[config.mk]
export PLATFORM = sky130hd
export DESIGN_NAME = matrix_vector_multiply
export DESIGN_NICKNAME = d
export VERILOG_FILES = /design/src/rtl/core/mvm_pkg.sv /design/src/rtl/core/mvm_wmem.sv /design/src/rtl/core/mvm_mac.sv /design/src/rtl/core/matrix_vector_multiply.sv
export SDC_FILE = /design/constraint.sdc
export NUM_CORES = 2
export LEC_CHECK = 0
export ABC_CLOCK_PERIOD_IN_PS = 16900
export BUFFER_PORTS_ARGS = -buffer_cell sky130_fd_sc_hd__buf_2
export CAP_MARGIN = 30
export CORE_ASPECT_RATIO = 0.7
export CORE_MARGIN = 1
export CORE_UTILIZATION = 50
export DETAILED_ROUTE_END_ITERATION = 6
export GPL_TIMING_DRIVEN = 1
export PLACE_DENSITY = 0.66
export SKIP_CTS_REPAIR_TIMING = 1
export SLEW_MARGIN = 10
export SYNTH_ARGS = -nofsm -noshare
export SYNTH_HDL_FRONTEND = slang
export SYNTH_MEMORY_MAX_BITS = 65536
export SYNTH_SLANG_ARGS = --single-unit
[constraint.sdc]
create_clock -name clk -period 16.9 [get_ports clk]
set_input_delay 4.225 -clock clk [delete_from_list [all_inputs] [get_ports clk]]
set_output_delay 4.225 -clock clk [all_outputs]
set_load 0.02 [all_outputs]
[src/rtl/core/mvm_pkg.sv]
`default_nettype none

package mvm_pkg;

  localparam int MAX_ROWS_DEF = 16;
  localparam int MAX_COLS_DEF = 16;

  localparam int CFG_W  = 5;
  localparam int IDX_W  = 4;
  localparam int VAL_W  = 16;
  localparam int PROD_W = 2 * VAL_W;
  localparam int DOT_W  = 40;

  typedef enum logic {
    OP_WEIGHT = 1'b0,
    OP_VECTOR = 1'b1
  } op_t;

  typedef enum logic {
    CFG_ROWS_IN_USE = 1'b0,
    CFG_COLS_IN_USE = 1'b1
  } cfg_index_t;

  typedef enum logic [2:0] {
    ST_IDLE,
    ST_RUN,
    ST_DRAIN,
    ST_EMIT,
    ST_ERR
  } seq_state_t;

  typedef struct packed {
    op_t                      op;
    logic [IDX_W-1:0]         row_index;
    logic [IDX_W-1:0]         col_index;
    logic signed [VAL_W-1:0]  value;
    logic                     last_element;
  } in_item_t;

  typedef struct packed {
    logic [IDX_W-1:0]         out_row;
    logic signed [DOT_W-1:0]  dot_value;
    logic                     len_mismatch;
    logic                     last_result;
  } out_item_t;

  // Tag that travels with each operand pair through the MAC pipeline
  typedef struct packed {
    logic issue;
    logic first;
    logic last;
  } mac_ctrl_t;

endpackage

`default_nettype wire

[src/rtl/core/mvm_wmem.sv]
`default_nettype none

module mvm_wmem
  import mvm_pkg::*;
#(
  parameter int MAX_ROWS = MAX_ROWS_DEF,
  parameter int MAX_COLS = MAX_COLS_DEF,
  localparam int RIW = (MAX_ROWS > 1) ? $clog2(MAX_ROWS) : 1,
  localparam int CIW = (MAX_COLS > 1) ? $clog2(MAX_COLS) : 1
) (
  input  wire logic                    clk,
  input  wire logic                    wr_en,
  input  wire logic [RIW-1:0]          wr_row,
  input  wire logic [CIW-1:0]          wr_col,
  input  wire logic signed [VAL_W-1:0] wr_data,
  input  wire logic [RIW-1:0]          rd_row,
  input  wire logic [CIW-1:0]          rd_col,
  output logic signed [VAL_W-1:0]      rd_data
);

  logic signed [VAL_W-1:0] mem [MAX_ROWS][MAX_COLS];

  always_ff @(posedge clk) begin
    if (wr_en) begin
      mem[wr_row][wr_col] <= wr_data;
    end
  end

  always_ff @(posedge clk) begin
    rd_data <= mem[rd_row][rd_col];
  end

endmodule

`default_nettype wire

[src/rtl/core/mvm_mac.sv]
`default_nettype none

module mvm_mac
  import mvm_pkg::*;
(
  input  wire logic                    clk,
  input  wire logic                    rst_n,
  input  wire mac_ctrl_t               ctrl,
  input  wire logic signed [VAL_W-1:0] weight,
  input  wire logic signed [VAL_W-1:0] element,
  output logic signed [DOT_W-1:0]      acc,
  output logic                         done
);

  mac_ctrl_t                ctrl_d1_r;
  mac_ctrl_t                ctrl_d2_r;
  logic signed [PROD_W-1:0] prod_r;
  logic signed [DOT_W-1:0]  acc_r;
  logic signed [DOT_W-1:0]  acc_nxt;
  logic signed [DOT_W-1:0]  prod_ext;
  logic                     done_r;

  // Operands arrive in the cycle after issue, from the registered store reads
  always_ff @(posedge clk) begin
    if (!rst_n) begin
      ctrl_d1_r <= '0;
      ctrl_d2_r <= '0;
      done_r    <= 1'b0;
    end else begin
      ctrl_d1_r <= ctrl;
      ctrl_d2_r <= ctrl_d1_r;
      done_r    <= ctrl_d2_r.issue & ctrl_d2_r.last;
    end
  end

  always_ff @(posedge clk) begin
    prod_r <= weight * element;
  end

  assign prod_ext = {{(DOT_W - PROD_W){prod_r[PROD_W-1]}}, prod_r};

  always_comb begin
    acc_nxt = acc_r;
    if (ctrl_d2_r.issue) begin
      acc_nxt = ctrl_d2_r.first ? prod_ext : acc_r + prod_ext;
    end
  end

  always_ff @(posedge clk) begin
    acc_r <= acc_nxt;
  end

  assign acc  = acc_r;
  assign done = done_r;

endmodule

`default_nettype wire

[src/rtl/core/matrix_vector_multiply.sv]
`default_nettype none

// Matrix-vector multiply over signed Q4.12 data with one shared multiply-accumulate
// unit. A weight request or a non-final vector element is taken without leaving the
// idle state. The vector element marked last starts the multiply: for each row, one
// operand pair per cycle goes through the single MAC, then the store read, multiply
// and accumulate registers drain and the result register is loaded. The input stays
// not ready until every row has been loaded, longer if the result side stalls. A
// length mismatch gives one error result. Results wait in an output register, so
// the input side is open again as soon as the last row has been loaded there.
module matrix_vector_multiply
  import mvm_pkg::*;
#(
  parameter int MAX_ROWS = MAX_ROWS_DEF,
  parameter int MAX_COLS = MAX_COLS_DEF
) (
  input  wire logic             clk,
  input  wire logic             rst_n,
  input  wire logic             in_valid,
  output logic                  in_ready,
  input  wire in_item_t         in_data,
  output logic                  out_valid,
  input  wire logic             out_ready,
  output out_item_t             out_data,
  input  wire logic             cfg_we,
  input  wire cfg_index_t       cfg_index,
  input  wire logic [CFG_W-1:0] cfg_wdata
);

  localparam int RIW = (MAX_ROWS > 1) ? $clog2(MAX_ROWS) : 1;
  localparam int CIW = (MAX_COLS > 1) ? $clog2(MAX_COLS) : 1;
  localparam int RCW = $clog2(MAX_ROWS + 1);
  localparam int CCW = $clog2(MAX_COLS + 1);
  localparam int ECW = $clog2(MAX_COLS + 2);

  seq_state_t              state_r, state_nxt;
  logic [RIW-1:0]          row_r, row_nxt;
  logic [CIW-1:0]          col_r, col_nxt;
  logic [ECW-1:0]          elem_cnt_r, elem_cnt_nxt;
  logic [ECW-1:0]          elem_cnt_inc;
  logic                    out_valid_r, out_valid_nxt;
  out_item_t               out_r, out_nxt;
  logic [CFG_W-1:0]        rows_cfg_r;
  logic [CFG_W-1:0]        cols_cfg_r;
  logic [RCW-1:0]          rows_eff;
  logic [CCW-1:0]          cols_eff;

  logic                    out_free;
  logic                    col_last;
  logic                    row_last;
  logic                    wr_en;
  logic                    vec_we;
  mac_ctrl_t               mac_ctrl;
  logic signed [VAL_W-1:0] weight_rd;
  logic signed [VAL_W-1:0] vec_rd_r;
  logic signed [VAL_W-1:0] vec_mem [MAX_COLS];
  logic signed [DOT_W-1:0] mac_acc;
  logic                    mac_done;

  // Zero counts as one, anything above the maximum as the maximum
  always_comb begin
    if (rows_cfg_r == '0) begin
      rows_eff = RCW'(1);
    end else if (32'(rows_cfg_r) > MAX_ROWS) begin
      rows_eff = RCW'(MAX_ROWS);
    end else begin
      rows_eff = RCW'(rows_cfg_r);
    end
    if (cols_cfg_r == '0) begin
      cols_eff = CCW'(1);
    end else if (32'(cols_cfg_r) > MAX_COLS) begin
      cols_eff = CCW'(MAX_COLS);
    end else begin
      cols_eff = CCW'(cols_cfg_r);
    end
  end

  always_ff @(posedge clk) begin
    if (!rst_n) begin
      rows_cfg_r <= CFG_W'(16);
      cols_cfg_r <= CFG_W'(16);
    end else if (cfg_we) begin
      unique case (cfg_index)
        CFG_ROWS_IN_USE: rows_cfg_r <= cfg_wdata;
        CFG_COLS_IN_USE: cols_cfg_r <= cfg_wdata;
        default: ;
      endcase
    end
  end

  assign in_ready     = (state_r == ST_IDLE);
  assign out_free     = !out_valid_r || out_ready;
  assign col_last     = (32'(col_r) + 32'd1) == 32'(cols_eff);
  assign row_last     = (32'(row_r) + 32'd1) == 32'(rows_eff);
  assign elem_cnt_inc = (32'(elem_cnt_r) < MAX_COLS + 1) ? elem_cnt_r + ECW'(1) : elem_cnt_r;

  always_comb begin
    state_nxt     = state_r;
    row_nxt       = row_r;
    col_nxt       = col_r;
    elem_cnt_nxt  = elem_cnt_r;
    out_valid_nxt = out_valid_r && !out_ready;
    out_nxt       = out_r;
    wr_en         = 1'b0;
    vec_we        = 1'b0;
    mac_ctrl      = '0;

    unique case (state_r)
      ST_IDLE: begin
        if (in_valid) begin
          if (in_data.op == OP_WEIGHT) begin
            wr_en = (32'(in_data.row_index) < MAX_ROWS) &&
                    (32'(in_data.col_index) < MAX_COLS);
          end else begin
            vec_we       = 32'(elem_cnt_r) < MAX_COLS;
            elem_cnt_nxt = elem_cnt_inc;
            if (in_data.last_element) begin
              elem_cnt_nxt = '0;
              row_nxt      = '0;
              col_nxt      = '0;
              state_nxt    = (32'(elem_cnt_inc) != 32'(cols_eff)) ? ST_ERR : ST_RUN;
            end
          end
        end
      end

      ST_RUN: begin
        mac_ctrl.issue = 1'b1;
        mac_ctrl.first = (col_r == '0);
        mac_ctrl.last  = col_last;
        if (col_last) begin
          col_nxt   = '0;
          state_nxt = ST_DRAIN;
        end else begin
          col_nxt = col_r + CIW'(1);
        end
      end

      ST_DRAIN: begin
        if (mac_done) begin
          state_nxt = ST_EMIT;
        end
      end

      ST_EMIT: begin
        if (out_free) begin
          out_valid_nxt        = 1'b1;
          out_nxt.out_row      = IDX_W'(row_r);
          out_nxt.dot_value    = mac_acc;
          out_nxt.len_mismatch = 1'b0;
          out_nxt.last_result  = row_last;
          if (row_last) begin
            row_nxt   = '0;
            state_nxt = ST_IDLE;
          end else begin
            row_nxt   = row_r + RIW'(1);
            state_nxt = ST_RUN;
          end
        end
      end

      ST_ERR: begin
        if (out_free) begin
          out_valid_nxt        = 1'b1;
          out_nxt.out_row      = '0;
          out_nxt.dot_value    = '0;
          out_nxt.len_mismatch = 1'b1;
          out_nxt.last_result  = 1'b1;
          state_nxt            = ST_IDLE;
        end
      end

      default: begin
        state_nxt = ST_IDLE;
      end
    endcase
  end

  always_ff @(posedge clk) begin
    if (!rst_n) begin
      state_r     <= ST_IDLE;
      row_r       <= '0;
      col_r       <= '0;
      elem_cnt_r  <= '0;
      out_valid_r <= 1'b0;
    end else begin
      state_r     <= state_nxt;
      row_r       <= row_nxt;
      col_r       <= col_nxt;
      elem_cnt_r  <= elem_cnt_nxt;
      out_valid_r <= out_valid_nxt;
    end
  end

  always_ff @(posedge clk) begin
    out_r <= out_nxt;
  end

  // Vector store: written in arrival order, read alongside the weight store
  always_ff @(posedge clk) begin
    if (vec_we) begin
      vec_mem[elem_cnt_r[CIW-1:0]] <= in_data.value;
    end
    vec_rd_r <= vec_mem[col_r];
  end

  mvm_wmem #(
    .MAX_ROWS (MAX_ROWS),
    .MAX_COLS (MAX_COLS)
  ) u_wmem (
    .clk     (clk),
    .wr_en   (wr_en),
    .wr_row  (RIW'(in_data.row_index)),
    .wr_col  (CIW'(in_data.col_index)),
    .wr_data (in_data.value),
    .rd_row  (row_r),
    .rd_col  (col_r),
    .rd_data (weight_rd)
  );

  mvm_mac u_mac (
    .clk     (clk),
    .rst_n   (rst_n),
    .ctrl    (mac_ctrl),
    .weight  (weight_rd),
    .element (vec_rd_r),
    .acc     (mac_acc),
    .done    (mac_done)
  );

  assign out_valid = out_valid_r;
  assign out_data  = out_r;

`ifndef SYNTHESIS
  a_done_in_drain: assert property (@(posedge clk) disable iff (!rst_n)
    mac_done |-> (state_r == ST_DRAIN))
    else $error("MAC completion outside drain state");

  a_error_shape: assert property (@(posedge clk) disable iff (!rst_n)
    (out_valid_r && out_r.len_mismatch) |-> (out_r.last_result && out_r.dot_value == '0))
    else $error("error result carries data or lacks last mark");

  a_last_blocks: assert property (@(posedge clk) disable iff (!rst_n)
    (in_valid && in_ready && in_data.op == OP_VECTOR && in_data.last_element) |=> !in_ready)
    else $error("input still open after final vector element");

  a_count_bound: assert property (@(posedge clk) disable iff (!rst_n)
    32'(elem_cnt_r) <= MAX_COLS + 1)
    else $error("element count beyond saturation");
`endif

endmodule

`default_nettype wire
==> key figures <==
STA
  – Slew margin rel.: 0.2092
  – Tcrit/Tclk final: 0.4171
  – Fin worst setup slack: about 9.9 ns
  – Setup violators final: 0
  – Setup_tns: 0 ns
  – Slew @ Worst Pin: 1.186 ns
  – Max-slew violation count: 0
  – Max frequency: 0.1419 GHz
  – Hold Vio Cnt, Final: 0
  – Clk_skew: 0.04560 ns
  – Final min period: between 7 and 8 ns
  – RSZ-0062 raised after global routing: false

Synth
  – Seq/Total Area, Yosys: 0.7345
  – Prevailing post-synth register cell: edfxtp_1
  – Average size of a mapped cell: between 20 and 25 um2
  – Top cell type's share of synthesized area: 0.7234
  – Synthesized area: 184200 um2
  – FF+latch count, synth: 4540
  – Yosys cell types: 62
  – Syn Nets: 8801
  – Yosys warning total: 0
  – Asr flop ratio synth: 0
  – Syn Inst Count: between 8000 and 9000
  – Synth top area cells: edfxtp_1 72%, mux4_2 17%, fa_1 2.9%, dfxtp_1 1.1%, ha_1 0.87%
  – Post-synth top area cell: edfxtp_1
  – Post-synth EDFFs: roughly 4400

Global route
  – Global-route usage over all layers: 0.2517
  – Global-route wire length before repair: 662500 um
  – Largest net degree at the start of global routing: 172
  – Vias in the first global route: 86680
  – Initial antenna violation count: 50
  – Total grt overflow: 0

Clock tree
  – Num CTS Buffers: approximately 420
  – TritonCTS clock tree: yes
  – CTS clk-pin slew, worst paths: 0.07 ns
  – CTS max path bufs: 4
  – H-tree levels: 5
  – Root buffer cell: clkbuf_16
  – CTS Sinks: 4540
  – Worst-skew pair later-pin latency: 0.94 ns

Worst hold path
  – Worst hold path type: register to register
  – Hold Path Depth: 1

Drt
  – DRT Pass-1 Iters: 6
  – DR WL/cell: 33.24 um
  – Post-DRT Antenna Nets: 0
  – 1st-iter DRT viols: between 10000 and 15000
  – Vias: 89110
  – WL final: approximately 470000 um
  – Via/cell ratio: ~6.3
  – Residual DRC: 0

Placement
  – Placer Congestion: 0.8533
  – Setup WS pre-CTS: slightly above 9 ns
  – Dpl cells: about 13000
  – Post-DP HPWL: 286600 um
  – IO buf count: 84

Power
  – Pleak: ~64 nW
  – VDD IR-drop max: approximately 0.12 mV
  – P per Cell Area: 117.1 nW/um2

Finish
  – Cell Count, Final, Fillers Out: 14080
  – Most common cell after layout, fill and taps aside: edfxtp_1
  – Layout cell share with drive strength beyond 1: 0.2783
  – Layout Area Growth over Synthesis: 11.86%
  – Final net count: between 9000 and 10000
  – Commonest non-fill, non-tap cells in the layout: 4438 x edfxtp_1, 1428 x mux4_2, 428 x clkbuf_16

Floorplanning
  – Core Region: approximately 370000 um2
  – Full die area: ~370000 um2
  – Initial Util: 0.5023
  – Row cnt: 186
  – Num ports: 85
  – Die Span Y: 509.9 um
  – Die Wd: 727.5 um

Worst setup path
  – Req. time, crit path: ~18 ns
  – CP Max Fanout: 16
  – Startpoint types: register
  – Crit end category: register
  – CP arrival: 7.83 ns
  – Crit path kind: register to register
  – R2r worst-path depth: 21

Job
  – Max Cap Viol: 0

Run status
  – Status: completed
synthesized netlist by cell type, types with 7 or more instances:
master,count
a211oi_1,22
a21boi_0,10
a21o_1,24
a21oi_1,72
a31oi_1,12
and2_1,148
and3_1,9
buf_1,57
buf_2,99
buf_4,11
clkbuf_1,247
dfxtp_1,102
edfxtp_1,4438
fa_1,263
ha_1,128
inv_1,306
mux2i_1,20
mux4_2,1428
nand2_1,225
nand2b_1,13
nand3_1,32
nor2_1,329
nor2b_1,70
nor3_1,26
o211ai_1,8
o21a_1,17
o21ai_0,71
o21bai_1,13
o31ai_1,7
or3_1,9
xnor2_1,48
xor2_1,34
sequential cells by signal (all words and copies together) (netlist names), 16 cells and up, named ones only:
register        flops
out_data           46
u_mac.acc          40
u_mac.prod_r       32
u_wmem.mem       4096
u_wmem.rd_data     16
vec_mem           256
vec_rd_r           16
critical path: stages, from the launching register on:
cell and delay [ns]:
dfxtp_1 0.88, nand2_1 0.18, fa_1 0.56, fa_1 0.52, fa_1 0.53, inv_1 0.06
fa_1 0.49, fa_1 0.49, inv_1 0.05, fa_1 0.53, inv_1 0.08, ha_1 0.36
and3_1 0.25, o211a_1 0.13, o211ai_1 0.22, a31oi_1 0.28, o211ai_1 0.32, a21oi_1 0.11
a211o_1 0.28, a21o_1 0.20, o31a_1 0.25, xor2_1 0.14
layer usage:
layer,share of wire,track usage,vias up
li1,-,-,35370
met1,0.41,0.3909,47850
met2,0.44,0.3657,5320
met3,0.12,0.06520,556
met4,0.020,0.04913,10
met5,0.00061,0.004428,-
layout make-up:
| class | count | area [um2] |
|---|---|---|
| Fill cell | 26610 | 160700 |
| Sequential cell | 4540 | 135300 |
| Multi-Input combinational cell | 3105 | 46240 |
| Clock buffer | 538 | 11200 |
| Tap cell | 4888 | 6116 |
| Timing Repair Buffer | 468 | 3939 |
| Clock inverter | 210 | 2036 |
| Inverter | 307 | 1155 |
| Antenna cell | 21 | 52.55 |
stage by stage:
step	instance area, um2	utilization	hold slack, ns	power, mW
after floorplan	184200	-	0.4119	14.32
after global placement	192100	0.5239	0.4134	15.02
after detailed placement	192400	0.5245	0.4269	15.07
after CTS	205600	0.5606	0.4403	24.26
after global routing	206000	0.5618	0.4495	24.98
final	206100	0.5619	0.4362	24.14
power breakdown:
part / internal (mW) / total (mW) / switching (mW)
registers: 12.5 / 12.5 / 0.0506
logic: 0.914 / 2.33 / 1.42
clock network: 5.22 / 9.30 / 4.08
logic make-up (layout without fill, tap and decap cells):
family	Yosys count	count (layout)	synth area share
DFF	4540	4540	0.7345
muxes	1449	1449	0.1757
and+or+nand+nor	894	894	0.02266
buffers and inverters	728	1523	0.01598
adders and majority gates	391	391	0.03727
AOI/OAI and AO/OA	289	289	0.01002
xor gates and xnor gates	82	82	0.003898
other	0	21	0
path summary, 6_finish.rpt:
| path | slack, ns | to | start |
|---|---|---|---|
| max | 9.85 | u_mac.prod_r[30] | u_wmem.rd_data[11] |
| max reg2reg | 9.85 | u_mac.prod_r[30] | u_wmem.rd_data[11] |
| min reg2reg | 0.44 | u_mac.ctrl_d2_r[0] | u_mac.ctrl_d1_r[0] |
| min | 0.44 | u_mac.ctrl_d2_r[0] | u_mac.ctrl_d1_r[0] |
No activity file was read; power rests on OpenSTA's default activity.
